**src/sv/exti_pkg.sv**
```systemverilog
// Shared constants, opcode codes and types for the external interrupt line controller.
// Used by exti_lane, exti_merge and external_interrupt_line_controller_top.
package exti_pkg;

  localparam int FIELD_W = 20;
  localparam int LINE_COUNT = 20;
  localparam int IRQ_W = 7;
  localparam int GROUP_LINE_W = 4;

  // Lines at or above LINE_COUNT are held at zero everywhere.
  localparam logic [FIELD_W-1:0] LINE_MASK =
    (LINE_COUNT >= FIELD_W) ? {FIELD_W{1'b1}} : FIELD_W'((64'd1 << LINE_COUNT) - 64'd1);

  localparam int SOLO_LINES = 5;
  localparam int MID_LOW = 5;
  localparam int MID_HIGH = 9;
  localparam int UP_LOW = 10;
  localparam int UP_HIGH = 15;

  localparam logic [1:0] OP_TICK = 2'd0;
  localparam logic [1:0] OP_CLEAR = 2'd1;
  localparam logic [1:0] OP_TRIGGER = 2'd2;
  localparam logic [1:0] OP_READ = 2'd3;

  localparam logic [1:0] REG_INTERRUPT_MASK = 2'd0;
  localparam logic [1:0] REG_EVENT_MASK = 2'd1;
  localparam logic [1:0] REG_RISING_SELECT = 2'd2;
  localparam logic [1:0] REG_FALLING_SELECT = 2'd3;

  typedef struct packed {
    logic       accept;
    logic [1:0] opcode;
  } lane_ctrl_t;

endpackage

```
**src/sv/exti_lane.sv**
```systemverilog
// One interrupt line: edge detection, pending bit and event pulse.
// Depends on exti_pkg for the opcode codes and the lane control struct.
module exti_lane (
  input  logic                clk,
  input  logic                rst,
  input  exti_pkg::lane_ctrl_t ctrl,
  input  logic                level,
  input  logic                sel,
  input  logic                rise_en,
  input  logic                fall_en,
  input  logic                evt_en,
  output logic                pend_next,
  output logic                evt
);

  logic prev_level;
  logic pend;
  logic trig;
  logic pend_kept;

  always_comb begin
    trig = 1'b0;
    pend_kept = pend;
    case (ctrl.opcode)
      exti_pkg::OP_TICK: begin
        trig = (level & ~prev_level & rise_en) | (~level & prev_level & fall_en);
      end
      exti_pkg::OP_CLEAR: begin
        pend_kept = pend & ~sel;
      end
      exti_pkg::OP_TRIGGER: begin
        trig = sel;
      end
      default: begin
        trig = 1'b0;
      end
    endcase
    pend_next = pend_kept | trig;
    evt = trig & evt_en;
  end

  always_ff @(posedge clk) begin
    if (rst) begin
      prev_level <= 1'b0;
      pend <= 1'b0;
    end else if (ctrl.accept) begin
      pend <= pend_next;
      if (ctrl.opcode == exti_pkg::OP_TICK) begin
        prev_level <= level;
      end
    end
  end

endmodule

```
**src/sv/exti_merge.sv**
```systemverilog
// Merging stage: masks pending bits, finds the lowest active line of each shared
// group and registers the result word. Depends on exti_pkg.
module exti_merge (
  input  logic                                 clk,
  input  logic                                 rst,
  input  logic                                 load,
  input  logic                                 take,
  input  logic [exti_pkg::FIELD_W-1:0]         pend_next,
  input  logic [exti_pkg::FIELD_W-1:0]         evt,
  input  logic [exti_pkg::FIELD_W-1:0]         interrupt_mask,
  output logic                                 res_valid,
  output logic [exti_pkg::FIELD_W-1:0]         pending_view,
  output logic [exti_pkg::IRQ_W-1:0]           irq_requests,
  output logic [exti_pkg::FIELD_W-1:0]         event_pulses,
  output logic [exti_pkg::GROUP_LINE_W-1:0]    middle_group_line,
  output logic                                 middle_group_found,
  output logic [exti_pkg::GROUP_LINE_W-1:0]    upper_group_line,
  output logic                                 upper_group_found
);

  logic [exti_pkg::FIELD_W-1:0]      active;
  logic [exti_pkg::GROUP_LINE_W-1:0] mid_line;
  logic                              mid_found;
  logic [exti_pkg::GROUP_LINE_W-1:0] up_line;
  logic                              up_found;

  // Scanning downward lets the lowest active line win.
  always_comb begin
    active = pend_next & interrupt_mask;
    mid_line = '0;
    mid_found = 1'b0;
    for (int b = exti_pkg::MID_HIGH; b >= exti_pkg::MID_LOW; b--) begin
      if (active[b]) begin
        mid_line = exti_pkg::GROUP_LINE_W'(b);
        mid_found = 1'b1;
      end
    end
    up_line = '0;
    up_found = 1'b0;
    for (int b = exti_pkg::UP_HIGH; b >= exti_pkg::UP_LOW; b--) begin
      if (active[b]) begin
        up_line = exti_pkg::GROUP_LINE_W'(b);
        up_found = 1'b1;
      end
    end
  end

  always_ff @(posedge clk) begin
    if (rst) begin
      res_valid <= 1'b0;
    end else if (load) begin
      res_valid <= 1'b1;
    end else if (take) begin
      res_valid <= 1'b0;
    end
  end

  always_ff @(posedge clk) begin
    if (load) begin
      pending_view <= pend_next;
      irq_requests <= {up_found, mid_found, active[exti_pkg::SOLO_LINES-1:0]};
      event_pulses <= evt;
      middle_group_line <= mid_line;
      middle_group_found <= mid_found;
      upper_group_line <= up_line;
      upper_group_found <= up_found;
    end
  end

endmodule

```
**src/sv/external_interrupt_line_controller_top.sv**
```systemverilog
// External interrupt line controller: an accepted word's result is valid in the next
// cycle, one word per cycle as long as results are taken. The result register frees
// in the same cycle it is taken, so input ready is high unless a result waits unread.
// Synchronous active-high reset clears the configuration registers, previous levels,
// pending bits and the result valid flag.
// Depends on exti_pkg, exti_lane and exti_merge.
module external_interrupt_line_controller_top (
  input  logic                              clk,
  input  logic                              rst,
  input  logic                              cfg_we,
  input  logic [1:0]                        cfg_index,
  input  logic [exti_pkg::FIELD_W-1:0]      cfg_data,
  input  logic                              in_valid,
  output logic                              in_ready,
  input  logic [1:0]                        opcode,
  input  logic [exti_pkg::FIELD_W-1:0]      line_levels,
  input  logic [exti_pkg::FIELD_W-1:0]      write_mask,
  output logic                              out_valid,
  input  logic                              out_ready,
  output logic [exti_pkg::FIELD_W-1:0]      pending_view,
  output logic [exti_pkg::IRQ_W-1:0]        irq_requests,
  output logic [exti_pkg::FIELD_W-1:0]      event_pulses,
  output logic [exti_pkg::GROUP_LINE_W-1:0] middle_group_line,
  output logic                              middle_group_found,
  output logic [exti_pkg::GROUP_LINE_W-1:0] upper_group_line,
  output logic                              upper_group_found
);

  logic [exti_pkg::FIELD_W-1:0] interrupt_mask;
  logic [exti_pkg::FIELD_W-1:0] event_mask;
  logic [exti_pkg::FIELD_W-1:0] rising_select;
  logic [exti_pkg::FIELD_W-1:0] falling_select;
  logic [exti_pkg::FIELD_W-1:0] levels;
  logic [exti_pkg::FIELD_W-1:0] sel;
  logic [exti_pkg::FIELD_W-1:0] pend_next;
  logic [exti_pkg::FIELD_W-1:0] evt;
  logic                         accept;
  exti_pkg::lane_ctrl_t         ctrl;

  assign in_ready = ~out_valid | out_ready;
  assign accept = in_valid & in_ready;
  assign ctrl.accept = accept;
  assign ctrl.opcode = opcode;
  assign levels = line_levels & exti_pkg::LINE_MASK;
  assign sel = write_mask & exti_pkg::LINE_MASK;

  always_ff @(posedge clk) begin
    if (rst) begin
      interrupt_mask <= '0;
      event_mask <= '0;
      rising_select <= '0;
      falling_select <= '0;
    end else if (cfg_we) begin
      case (cfg_index)
        exti_pkg::REG_INTERRUPT_MASK: interrupt_mask <= cfg_data & exti_pkg::LINE_MASK;
        exti_pkg::REG_EVENT_MASK:     event_mask <= cfg_data & exti_pkg::LINE_MASK;
        exti_pkg::REG_RISING_SELECT:  rising_select <= cfg_data & exti_pkg::LINE_MASK;
        exti_pkg::REG_FALLING_SELECT: falling_select <= cfg_data & exti_pkg::LINE_MASK;
        default: begin
        end
      endcase
    end
  end

  for (genvar i = 0; i < exti_pkg::FIELD_W; i++) begin : g_lane
    exti_lane u_lane (
      .clk      (clk),
      .rst      (rst),
      .ctrl     (ctrl),
      .level    (levels[i]),
      .sel      (sel[i]),
      .rise_en  (rising_select[i]),
      .fall_en  (falling_select[i]),
      .evt_en   (event_mask[i]),
      .pend_next(pend_next[i]),
      .evt      (evt[i])
    );
  end

  exti_merge u_merge (
    .clk               (clk),
    .rst               (rst),
    .load              (accept),
    .take              (out_ready),
    .pend_next         (pend_next),
    .evt               (evt),
    .interrupt_mask    (interrupt_mask),
    .res_valid         (out_valid),
    .pending_view      (pending_view),
    .irq_requests      (irq_requests),
    .event_pulses      (event_pulses),
    .middle_group_line (middle_group_line),
    .middle_group_found(middle_group_found),
    .upper_group_line  (upper_group_line),
    .upper_group_found (upper_group_found)
  );

endmodule

```
**config.mk**
```make
export PLATFORM = sky130hd
export DESIGN_NAME = external_interrupt_line_controller_top
export DESIGN_NICKNAME = d
export VERILOG_FILES = /design/src/sv/exti_pkg.sv /design/src/sv/exti_lane.sv /design/src/sv/exti_merge.sv /design/src/sv/external_interrupt_line_controller_top.sv
export SDC_FILE = /design/constraint.sdc
export NUM_CORES = 1
export LEC_CHECK = 0
export ABC_AREA = 1
export BUFFER_PORTS_ARGS = -buffer_cell sky130_fd_sc_hd__buf_2
export CAP_MARGIN = 20
export CORE_ASPECT_RATIO = 1.1
export CORE_MARGIN = 2
export CORE_UTILIZATION = 50
export DETAILED_ROUTE_END_ITERATION = 12
export PLACE_DENSITY = 0.74
export SKIP_LAST_GASP = 1
export SLEW_MARGIN = 20
export SYNTH_ARGS = -nofsm -noshare
export SYNTH_HDL_FRONTEND = slang
export SYNTH_SLANG_ARGS = --single-unit
```
**constraint.sdc**
```tcl
create_clock -name clk -period 1.84 [get_ports clk]
set_input_delay 0.184 -clock clk [delete_from_list [all_inputs] [get_ports clk]]
set_output_delay 0.184 -clock clk [all_outputs]
set_load 0.01 [all_outputs]
```
# Yosys cells after proc, flatten, opt, wreduce, memory -nomap -nowiden
# Cells that the tools add are included.
[totals] out_inout_bits=59 register_bits=174 word_cells=357 input_bits=69
[op_classes] n_eq_ne=5 n_bitwise=224 muxes=62 reduce_logical=11
[ops] cell="bitwise AND 1 bit" count=121
[ops] cell="NOT 1 bit" count=61
[ops] cell="OR 1 bit" count=41
[ops] cell="one-hot mux 1 bit (2 select lines)" count=20
[ops] cell="two-way mux 1 bit" count=34
[ops] cell="bitwise AND 16 bit" count=1
[ops] cell="two-way mux 4 bit" count=3
[ops] cell="AND reduction 2 bit" count=5
[ops] cell="two-way mux 3 bit" count=3
[ops] cell="== test 2 bit (second input constant)" count=3
[ops] cell="OR reduction 5 bit" count=1
[ops] cell="== test 2 x 1 -> 1 bit (second input constant)" count=2
[ops] cell="logical NOT 2 bit" count=2
[ops] cell="two-way mux 2 bit" count=2
[ops] cell="OR reduction 3 bit" count=1
[ops] cell="nonzero test 2 bit" count=1
[ops] cell="OR reduction 2 bit" count=1

# Depth between registers and ports, before layout
[logic_depth] depth_word=13 mapped_depth=11 mapped_depth_nobuf=11

# Cells and area by module
# A second synthesis with hierarchy kept.
[hier_totals] cells_unflattened=1145 hier_area_um2=8486.9
[by_module_without_submodules] mod="external_interrupt_line_controller_top" seq_area_each_um2=1601.5 cells_per_inst=519 area_per_inst_um2=3328.2 instances=1
[by_module_without_submodules] mod="exti_lane" seq_area_each_um2=40.0 cells_per_inst=26 area_per_inst_um2=162.7 instances=20
[by_module_without_submodules] mod="exti_merge" seq_area_each_um2=1671.6 cells_per_inst=106 area_per_inst_um2=1905.6 instances=1

# Worst setup path before layout
# No wires, ideal clock.
[synth_path] path_type="reg2reg" startpoint="register u_merge.res_valid" endpoint="register u_merge.event_pulses[0] in the netlist's numbering (enable)" required_ps=1449 t_arrival_ps=1458 setup_slack_ps=-9 path_stages_with_launch=5 setup_time_ps=391 path_buffers=1 period_less_slack_ps=1849 path_cell_list="dfxtp_1 > nand2_1 > nand2_1 > inv_2 > buf_2"
[synth_via] elab_chain_cells=3
[synth_lines] element="start: declaration" line_no="exti_merge.sv:11" rtl="output logic res_valid,"
[synth_lines] element="start signal: assignment" line_no="exti_merge.sv:50" rtl="res_valid <= 1'b0;"
[synth_lines] element="start signal: assignment" line_no="exti_merge.sv:52" rtl="res_valid <= 1'b1;"
[synth_lines] element="start signal: assignment" line_no="exti_merge.sv:54" rtl="res_valid <= 1'b0;"
[synth_lines] element="NOT 1 bit" line_no="external_interrupt_line_controller_top.sv:40" rtl="assign in_ready = ~out_valid | out_ready;"
[synth_lines] element="OR 1 bit" line_no="external_interrupt_line_controller_top.sv:40"
[synth_lines] element="named net in_ready" line_no="external_interrupt_line_controller_top.sv:14" rtl="output logic in_ready,"
[synth_lines] element="bitwise AND 1 bit" line_no="external_interrupt_line_controller_top.sv:41" rtl="assign accept = in_valid & in_ready;"
[synth_lines] element="named net accept" line_no="external_interrupt_line_controller_top.sv:37" rtl="logic accept;"
[synth_lines] element="end signal: assignment" line_no="exti_merge.sv:62" rtl="event_pulses <= evt;"
[synth_lines] element="end: declaration" line_no="exti_merge.sv:14" rtl="output logic [exti_pkg::FIELD_W-1:0] event_pulses,"
# The timed path passes the listed nets, and every way through them passes these cells.
# A chain may end at the register's enable or synchronous reset.

# Final worst setup path
[layout_path] startpoint="register falling_select[11] in the netlist's numbering" endpoint="register u_merge.upper_group_line[2] in the netlist's numbering, data pin"
[layout_via] elab_chain_cells=6
[layout_lines] element="start: declaration" line_no="external_interrupt_line_controller_top.sv:32" rtl="logic [exti_pkg::FIELD_W-1:0] falling_select;"
[layout_lines] element="start signal: assignment" line_no="external_interrupt_line_controller_top.sv:58" rtl="exti_pkg::REG_FALLING_SELECT: falling_select <= cfg_data & exti_pkg::LINE_MASK;"
[layout_lines] element="bitwise AND 1 bit" line_no="exti_lane.sv:26" rtl="trig = (level & ~prev_level & rise_en) | (~level & prev_level & fall_en);"
[layout_lines] element="OR 1 bit" line_no="exti_lane.sv:26"
[layout_lines] element="one-hot mux 1 bit (2 select lines)" line_no="exti_lane.sv:24" rtl="case (ctrl.opcode)"
[layout_lines] element="OR 1 bit" line_no="exti_lane.sv:38" rtl="pend_next = pend_kept | trig;"
[layout_lines] element="named net g_lane[11].u_lane.pend_next" line_no="exti_lane.sv:12" rtl="output logic pend_next,"
[layout_lines] element="bitwise AND 16 bit" line_no="exti_merge.sv:29" rtl="active = pend_next & interrupt_mask;"
[layout_lines] element="OR reduction 2 bit (no line)"
[layout_lines] element="end signal: assignment" line_no="exti_merge.sv:65" rtl="upper_group_line <= up_line;"
[layout_lines] element="end: declaration" line_no="exti_merge.sv:17" rtl="output logic [exti_pkg::GROUP_LINE_W-1:0] upper_group_line,"
# The timed path passes the listed nets, and every way through them passes these cells.

==> results.txt <==
The floorplan step set the die height to roughly 130 microns. The worst slew margin relative to its limit is 0.582. The number of H-tree branching levels is 4. After detailed routing, the number of remaining DRC violations is 0. By instance count, the cell type seen most on the critical path is sky130_fd_sc_hd__nand2_1. The first-pass GRT wire length is 27900 microns. The accumulated negative setup slack came out at 0 ns. The length in cells of the worst reg-to-reg path is 7. The worst hold path cell count is 3. The final count of hold timing violations came out at 0. The number of unique standard cell types used by synthesis came out at 33. The post-synth net total came out at around 900. The total core area came out at around 14000 sq um. Clock-pin slew was measured on the worst setup and hold paths at 0.07 ns. The root buffer cell chosen for the clock tree is sky130_fd_sc_hd__clkbuf_16. The number of DRC markers in iteration 0 is 589. The number of antenna diodes in the final layout is 0. The post-detailed-route via-to-cell ratio is 5.24. Across the routed clock network, the largest skew measured is about 0.0068 ns. The number of max-capacitance violations reported came out at 0. The peak supply drop is 0.632 mV. For this configuration, the core starts out at a cell density of 0.506. The number of nets in the finished design came out at around 1k.

The number of clock buffers added by TritonCTS is 17. The die covers about 15000 sq um. The final wirelength is ~18000 microns.

The worst setup path is launched from a flip-flop. The deepest clock path buffer count came out at 2. Dividing total power by cell area gives a power density of 1000 nW/um^2. In this design, the stage delay of the slowest critical-path cell is 0.50 ns.

The global placer's final weighted congestion is a little over 0.9. The maximum clock frequency is 622 MHz. The post-cts sizing count is 0. The hold slack is 0.0506 ns. In the layout the commonest cells are sky130_fd_sc_hd__nand2_1, sky130_fd_sc_hd__buf_2, sky130_fd_sc_hd__dfxtp_1. The clock tree from TritonCTS is yes. The analysis attributes to cell leakage a power of 3.71 nW. The overall die width is approximately 120 microns. For this run, the total global-route usage over all layers was measured as 0.229. The commonest non-fill, non-tap cell in the layout is sky130_fd_sc_hd__nand2_1. The standard-cell row count is 46. The slew at the pin closest to its max-slew limit came out at slightly above 0.6 ns.

The post-cts hold buffer count is 0. The critical path in this run is classified as reg2reg. The combined buffer and inverter count along the critical path is 1. The total setup violations reported at the end of the flow came out at 0.

The vias after detailed routing came out at roughly 6k. The warning count from the yosys run came out at 0. Dividing the detail-routed wire length by the instance count gives around 15 microns. The insertion delay of the later-clocked pin in the worst-skew pair came out at 0.42 ns. The fraction of layout cells with a size suffix above 1 came out at 0.244. The worst path in the final design needs a cycle of ~1.6 ns, including I/O delays and setup. The number of nets still failing antenna checks after routing came out at 0. The I/O pin count came out at 128. The post-route fraction of the period consumed by the critical path is 0.874. The number of antenna violations at the first check in global routing came to 0. The relative area change from synthesis to final layout came out at 20.0%.

Among cell families on the critical path, the largest total delay comes from compound AO/OA/AOI/OAI gates. The worst setup path is captured at a flip-flop. The number of clock sinks came out at around 170. The critical path goes through inv_1 -> o31ai_1 -> a21oi_2 -> nand2_1 -> nand2_1 -> nand2_2 -> nor2_1. The number of input and output port buffers inserted is around 130. The synthesized instance count came out at roughly 800.

Setup repair after global routing left no endpoint under its margin. The average cell area after synthesis came out at 8.81 sq um. The largest individual stage delay along the critical path comes from the cell sky130_fd_sc_hd__o31ai_1. The share of the Yosys chip area taken by registers is 0.553. The count of cell instances traversed by the critical path came out at 7. The total iterations of the first detailed-routing run came out at 5. At the worst endpoint, the required time is between 2 and 2.5 ns.

The via count of the first global-routing pass came to roughly 5.2k. The flow ran to the end, and the final reports show no timing, DRC or antenna violations. The worst hold path belongs to the class in2reg.

The number of buffers inserted by post-CTS setup repair is 0. The maximum number of pins on one net before global-route repair came out at 60. In this run the worst path has a maximum fanout of 3. The total overflow left after global routing is 0. The cell area after technology mapping is around 7200 sq um.

At the worst endpoint, the arrival time is approximately 1.8 ns. The register bit total from synthesis came out at between 150 and 200. Summed over all nets, the half-perimeter wirelength after detailed placement is approximately 13000 microns.

The max-slew violation count came to 0.
## metrics by stage
step	std cells	area (sq um)	utilization	total power [mW]	worst slack [ns]
floorplan	820	7230	-	4.84	0.297
global placement	1110	8080	0.566	5.19	0.298
detailed placement	1110	8080	0.566	5.20	0.248
CTS	1142	8670	0.608	8.70	0.293
global route	1142	8670	0.608	8.95	0.194
finish	1142	8670	0.608	8.67	0.232
## worst register-to-register path, delay by kind of cell (launching register included)
kind	cells	cell delay, ns
AO/OA/AOI/OAI	2	0.64
AND/OR/NAND/NOR	4	0.39
flip-flops	1	0.30
buffers and inverters	1	0.04
## cell type report
| class | count | area, sq um |
|---|---|---|
| clock buffers | 24 | 514 |
| clock inverters | 8 | 81.3 |
| fillers | 1261 | 5600 |
| inverters | 99 | 379 |
| multi-input cells | 501 | 2600 |
| flip-flops and latches | 172 | 3990 |
| well taps | 192 | 240 |
| repair buffers | 146 | 868 |
## worst paths after layout
kind | startpoint | end | slack, ns
worst max-delay path | falling_select[11]$_SDFFE_PP0P_ | u_merge.upper_group_line[2]$_SDFFCE_PP0P_ | 0.23
worst min-delay path | cfg_data[13] | event_mask[13]$_SDFFE_PP0P_ | 0.05
worst max register to register | falling_select[11]$_SDFFE_PP0P_ | u_merge.upper_group_line[2]$_SDFFCE_PP0P_ | 0.23
worst min register to register | rising_select[12]$_SDFFE_PP0P_ | rising_select[12]$_SDFFE_PP0P_ | 0.46
## power by group
part           leakage, nW  internal, mW  switching, mW
sequential            1.51          4.14         0.0741
clock                0.291          2.10           1.44
combinational         1.91         0.324          0.587
total                 3.71          6.56           2.10
## cell usage after synthesis (all sizes together)
master	instances	area (sq um)
clkinv	1	3.75
nand2	155	627
a21boi	5	37.5
o21ai	35	175
clkbuf	26	97.6
a21oi	50	258
o22ai	2	25.0
o31ai	10	75.1
a211oi	52	390
buf	22	159
nor2	117	483
a22oi	9	116
edfxtp	55	1650
a31oi	3	37.5
inv	98	375
dfxtp	117	2340
nand3	42	240
nand4	21	131
## flip-flops by register name (all words and copies together) (netlist names)
signal and flops:
interrupt_mask 16, u_merge.pending_view 20, u_merge.irq_requests 6, u_merge.res_valid 1
u_merge.event_pulses 20, falling_select 20, u_merge.middle_group_line 4, event_mask 20
rising_select 20, g_lane.u_lane.pend 20, u_merge.upper_group_found 1, g_lane.u_lane.prev_level 20
u_merge.upper_group_line 4
## cells by family after synthesis
logic type / synth area share
DFF: 0.553
and+or+nand+nor: 0.205
AOI/OAI and AO/OA: 0.154
buffers and inverters: 0.0880
## layer usage
layer  vias up  GRT usage  wire, microns
met5         -          0              0
met4         0     0.0749            348
met3        32     0.0485           1260
met2       231      0.345           7930
met1      2745      0.332           8110
li1       2972          -              -
No activity file was read; power rests on OpenSTA's default activity.
